`config.mk`:
```
export PLATFORM = sky130hd
export DESIGN_NAME = rau_ctrl
export DESIGN_NICKNAME = d
export VERILOG_FILES = /design/src/hw/rtl/rau_pkg.sv /design/src/hw/rtl/rau_ctrl.sv
export SDC_FILE = /design/constraint.sdc
export NUM_CORES = 1
export LEC_CHECK = 0
export BUFFER_PORTS_ARGS = -buffer_cell sky130_fd_sc_hd__buf_2
export CAP_MARGIN = 20
export CORE_UTILIZATION = 30
export DETAILED_ROUTE_END_ITERATION = 10
export SLEW_MARGIN = 10
export SYNTH_ARGS = -nofsm -noshare
export SYNTH_HDL_FRONTEND = slang
export SYNTH_SLANG_ARGS = --single-unit
export TNS_END_PERCENT = 50
```
`constraint.sdc`:
```
create_clock -name clk -period 3.4 [get_ports clk]
set_clock_uncertainty 0.2 [all_clocks]
set_input_delay 0.17 -clock clk [delete_from_list [all_inputs] [get_ports clk]]
set_output_delay 0.17 -clock clk [all_outputs]
set_load 0.02 [all_outputs]
```
`src/hw/rtl/rau_pkg.sv`:
```
// Shared types and constants for the rational arithmetic unit.
// Holds operation, status and multiplier-select codes and the command/status structs.
// No dependencies.
package rau_pkg;

    localparam logic [1:0] OP_ADD = 2'd0;
    localparam logic [1:0] OP_SUB = 2'd1;
    localparam logic [1:0] OP_MUL = 2'd2;
    localparam logic [1:0] OP_DIV = 2'd3;

    localparam logic [1:0] ST_OK   = 2'd0;
    localparam logic [1:0] ST_DIV0 = 2'd1;
    localparam logic [1:0] ST_OVF  = 2'd2;

    localparam int WIDE_BITS = 64;
    localparam int CNT_BITS  = 6;

    typedef enum logic [1:0] {
        MS_FIRST  = 2'd0,
        MS_SECOND = 2'd1,
        MS_THIRD  = 2'd2
    } mul_sel_t;

    typedef struct packed {
        logic     load;
        logic     mul_en;
        mul_sel_t mul_sel;
        logic     comb;
        logic     gcd_step;
        logic     shift;
        logic     div_step;
        logic     out_load;
    } rau_cmd_t;

    typedef struct packed {
        logic special;
        logic gcd_done;
        logic div_last;
    } rau_stat_t;

endpackage

```
`src/hw/rtl/rau_ctrl.sv`:
```
// Controller state machine for the rational arithmetic unit.
// Sequences multiply, combine, GCD, shift and divide steps; owns the output valid.
// Depends on rau_pkg.
module rau_ctrl (
    input  logic               clk,
    input  logic               rst_n,
    input  logic               in_valid,
    output logic               in_ready,
    output logic               out_valid,
    input  logic               out_ready,
    input  rau_pkg::rau_stat_t stat,
    output rau_pkg::rau_cmd_t  cmd
);
    import rau_pkg::*;

    typedef enum logic [8:0] {
        S_IDLE  = 9'b000000001,
        S_MUL0  = 9'b000000010,
        S_MUL1  = 9'b000000100,
        S_MUL2  = 9'b000001000,
        S_COMB  = 9'b000010000,
        S_GCD   = 9'b000100000,
        S_SHIFT = 9'b001000000,
        S_DIV   = 9'b010000000,
        S_DONE  = 9'b100000000
    } state_t;

    state_t state_reg, state_next;
    logic   out_valid_reg, out_valid_next;

    assign in_ready  = (state_reg == S_IDLE);
    assign out_valid = out_valid_reg;

    always_comb
    begin
        cmd            = '0;
        cmd.mul_sel    = MS_FIRST;
        state_next     = state_reg;
        out_valid_next = out_valid_reg;
        if (out_ready)
        begin
            out_valid_next = 1'b0;
        end
        unique case (state_reg)
            S_IDLE:
            begin
                if (in_valid)
                begin
                    cmd.load   = 1'b1;
                    state_next = S_MUL0;
                end
            end
            S_MUL0:
            begin
                cmd.mul_en  = 1'b1;
                cmd.mul_sel = MS_FIRST;
                state_next  = S_MUL1;
            end
            S_MUL1:
            begin
                cmd.mul_en  = 1'b1;
                cmd.mul_sel = MS_SECOND;
                state_next  = S_MUL2;
            end
            S_MUL2:
            begin
                cmd.mul_en  = 1'b1;
                cmd.mul_sel = MS_THIRD;
                state_next  = S_COMB;
            end
            S_COMB:
            begin
                cmd.comb   = 1'b1;
                state_next = S_GCD;
            end
            S_GCD:
            begin
                if (stat.special)
                begin
                    state_next = S_DONE;
                end
                else if (stat.gcd_done)
                begin
                    state_next = S_SHIFT;
                end
                else
                begin
                    cmd.gcd_step = 1'b1;
                end
            end
            S_SHIFT:
            begin
                cmd.shift  = 1'b1;
                state_next = S_DIV;
            end
            S_DIV:
            begin
                cmd.div_step = 1'b1;
                if (stat.div_last)
                begin
                    state_next = S_DONE;
                end
            end
            S_DONE:
            begin
                // hold the result until the output register is free
                if (!out_valid_reg || out_ready)
                begin
                    cmd.out_load   = 1'b1;
                    out_valid_next = 1'b1;
                    state_next     = S_IDLE;
                end
            end
            default:
            begin
                state_next = S_IDLE;
            end
        endcase
    end

    always_ff @(posedge clk or negedge rst_n)
    begin
        if (!rst_n)
        begin
            state_reg     <= S_IDLE;
            out_valid_reg <= 1'b0;
        end
        else
        begin
            state_reg     <= state_next;
            out_valid_reg <= out_valid_next;
        end
    end

    a_no_overwrite: assert property (@(posedge clk) disable iff (!rst_n)
        cmd.out_load |-> (!out_valid_reg || out_ready))
        else $error("output register overwritten while a transaction waits");

    a_accept_starts: assert property (@(posedge clk) disable iff (!rst_n)
        (in_valid && in_ready) |=> (state_reg == S_MUL0))
        else $error("accepted transaction did not start the multiply sequence");

    a_load_sets_valid: assert property (@(posedge clk) disable iff (!rst_n)
        cmd.out_load |=> out_valid_reg)
        else $error("result load did not raise out_valid");

endmodule

```
# == Word-level counts from Yosys, hierarchy flattened ==
# Index checks and enable logic that the tools add are counted.
# totals
out_inout_bits,11
inputBits,7
n_memories,0
wordCells,38
latchBits,0
mem_bits_ro,0
reg_bits,10
ram_bits,0
# classes
div,0
magnitude_cmp,0
eq_ne,13
n_bitwise,0
addsub,0
reduce_logical,3
mux,20
shifts,0
multipliers,0
# op_table
operator,n
9-bit case mux with 9 select lines,1
9-bit two-way mux,5
1-bit two-way mux,13
9-bit by 1-bit == test with 1-bit output (second input constant),1
9-bit by 2-bit == test with 1-bit output (second input constant),1
9-bit by 3-bit == test with 1-bit output (second input constant),1
9-bit by 4-bit == test with 1-bit output (second input constant),1
9-bit by 5-bit == test with 1-bit output (second input constant),1
9-bit by 6-bit == test with 1-bit output (second input constant),1
9-bit by 7-bit == test with 1-bit output (second input constant),1
9-bit by 8-bit == test with 1-bit output (second input constant),1
9-bit == test (second input constant),1
3-bit case mux with 3 select lines,1
2-bit != test (second input constant),3
4-bit AND reduction,1
3-bit != test (second input constant),1
1-bit zero test,1
1-bit logical OR,1

# == Longest topological paths before layout ==
# logic_depth
word_depth,4
mapped_depth,6

# == Worst setup path after synthesis ==
# Ideal clock, no wire load.
# synth_timing
kind,register to register
startpoint,register state_reg[2]
endpoint,register state_reg[5]
stages_incl_launch_ff,6
required_ns,3.134
t_arrival_ns,1.778
slack_ns,1.356
period_less_slack_ns,2.044
cell_sequence,dfrtp_1 buf_6 or3_1 or4_4 nor3b_2 or2_1
# synth_between
elab_chain_cells,3
elab_cells_between_ends,15
cone_classes,eq/ne: 13; mux: 1; reduce/logical: 1
# synth_rtl
item,line_no,source
from (decl),rau_ctrl.sv:28,"state_t state_reg, state_next;"
from (signal assigned),rau_ctrl.sv:130,state_reg <= state_next;
"9-bit by 6-bit == test with 1-bit output, or another cell as far along",rau_ctrl.sv:44,unique case (state_reg)
3-bit != test (no line) / 2-bit != test (equally long branches),n/a,
4-bit AND reduction (no line),n/a,
# Several ways; a longest one is shown, not always the timed one.
# A chain may end at the register's enable or synchronous reset.

==> results_dict.tcl <==
set metrics [dict create \
    initial_utilization_pct 33.0 \
    drcViolationCount 0 \
    wl_per_cell_um 12.7 \
    slew_headroom_pct 71.8 \
    clk_path_buf_depth 2 \
    antenna_found_initial 0 \
    cts_tree "yes" \
    avgSynthCellArea_um2 8.55 \
    place_ws_ps 1380 \
    synth_area_leaders "dfrtp_1 34%, nor2b_1 5.6%, nor3b_1 4.5%" \
    peakVddDrop_v 0.000365 \
    root_buffer "clkbuf_4" \
    track_usage_pct 14.5 \
    clk_latency_ps 270 \
    ant_nets 0 \
    synthArstFlopShare_pct 100 \
    syn_to_final_growth_pct 24.4 \
    holdBufCountCts 4 \
    grt_pass1_vias 550 \
    layout.nets 106 \
    cts.clk_slew.worst_paths_ps 70 \
    p_per_area_mw_per_mm2 611 \
    io_buffers 17 \
    cp_slowest_cell "dfrtp_1" \
    multiInputGateArea_um2 379 \
    cp_top_family "simple AND/OR/NAND/NOR gates" \
    dp_hpwl_um 1170 \
    min_period_ps 2340 \
    hold_class "input pin to flop" \
    p_leak_nw 0.420 \
    start_kind "flop" \
    viasPerCell 5.04 \
    yosysWarnings 0 \
    slowest_delay_ps 460 \
    path_class "flop to output pin" \
    status "finished clean" \
    diodes 0 \
    finalHoldViolCount 0 \
    cts_made_buffers 3 \
    clock_sinks 10 \
    num_rows 16 \
    seqCellArea_um2 251 \
    grt_setup_unrepaired "no" \
    netlist.area_leader.share_pct 33.8 \
    synth_top_area_cell "dfrtp_1" \
    syn-num-nets 85 \
    maxCapViolations 0 \
    synth_edf_count 0 \
    power_w 0.000507 \
    htree_levels 1 \
    synth-seq-area-share_pct 37.7 \
    arrival_ps 1970 \
    setup_tns_ps 0 \
    yosysMostFrequentCell "dfrtp_1" \
    largest_reg_flops 9 \
    place_congestion 0.767 \
    drv_slew 0 \
    max_freq_mhz 428 \
    cp_cell_sequence "or3_1 > or4_4 > nor3b_2 > buf_2" \
    vias 630 \
    chipHeight_um 49.2 \
    drt-total-wl_um 1580 \
    cts-resized-gates 0 \
    die_x_um 49.2 \
    core_area_mm2 0.00202 \
    cp-end-kind "output pin" \
    worstPathMaxFanout 9 \
    synthCells 78 \
    ys_ff_latch 10 \
    tightest_slew_ps 419 \
    drt_iter0_markers 19 \
    gr-total-overflow 0 \
    die_area_mm2 0.00242 \
    synth_ff_type "dfrtp_1" \
    setup_viol 0 \
    timing.final.crit_share_pct 68.7 \
    cts_setup_buffers 0 \
    timing.final.ws_setup_ps 1060 \
    ys_top_cells_by_count "9 x dfrtp_1, 6 x nor2_1, 6 x nor2b_1" \
    synth.cell_area_um2 667 \
    post-route-util_pct 41.0 \
    fillerInstances 223 \
    drive_gt1_share_pct 24.5 \
    worst-path-buf-inv 1 \
    cp.required_ps 3030 \
    grt_first_pass_wirelength_um 2550 \
    synth_cell_types 32 \
    dr.pass1.iters 4 \
    ff2ff_setup_slack_ps 1500 \
    grt_max_degree 11 \
    design.portCount 18 \
]
## final cells by class
type	count	area share, %
multi-input combinational	62	45.7
sequential	10	30.3
timing repair buffer	21	15.1
clock buffer	4	4.37
tap	27	4.07
inverter	1	0.452
## cell families after synthesis
kind of cell	share of synthesized area [%]
buffers and inverters	5.44
xor gates and xnor gates	2.63
and+or+nand+nor	44.8
DFF	37.7
AOI/OAI and AO/OA	9.38
## stage by stage
step | hold WS, ps | area (um2) | cells
4_1_cts | 30.6 | 830 | 125
3_5_place_dp | -150 | 753 | 117
2_1_floorplan | -326 | 667 | 78
6_report | 40.4 | 830 | 125
3_3_place_gp | -155 | 753 | 117
5_1_grt | 38.0 | 830 | 125
## worst register-to-register path, cell delays in order, from the launching register on
cell and delay, ps:
dfrtp_1 460, or3_1 400, or4_4 440, o21ai_0 210, o32ai_1 110
## worst paths after layout
kind,start,end,depth (start not counted)
worst min register to register,out_valid,out_valid,2
worst max-delay path,state_reg[2],cmd[4],4
min in group asynchronous,rst_n,state_reg[7],2
max in group asynchronous,rst_n,state_reg[0],2
worst min-delay path,stat[2],state_reg[6],3
worst max register to register,state_reg[2],state_reg[0],4
## routing by layer
layer | GRT usage [%] | routed length [um] | vias to the layer above
li1 | - | - | 318
met1 | 20.5 | 806 | 291
met2 | 19.6 | 681 | 17
met3 | 3.12 | 67 | 4
met4 | 8.82 | 29 | 0
met5 | 0 | 0 | -
## power breakdown
part	internal [W]	leakage, nW	switching [W]
sequential	0.000140	0.135	0.0000335
clock	0.0000651	0.0210	0.0000449
combinational	0.0000943	0.264	0.000129
## cell usage in the layout (no fill, tap or decap), drive strengths merged
cell type     n
dlygate4sd3   4
clkbuf        4
a2bb2o        1
nor4          3
nor3b         5
nand2b        4
a22oi         1
inv           1
nor2          6
nand3         3
dfrtp         9
a31oi         1
or3           1
and2          3
o21ai         4
or4           1
nand2         5
buf          17
nand3b        2
or2           1
dfstp         1
o32ai         1
xor2          2
a21oi         2
and4          1
nand4         1
nor4b         1
nor2b         6
nor3          5
and3          2
Power figures use the tool's default switching activity.
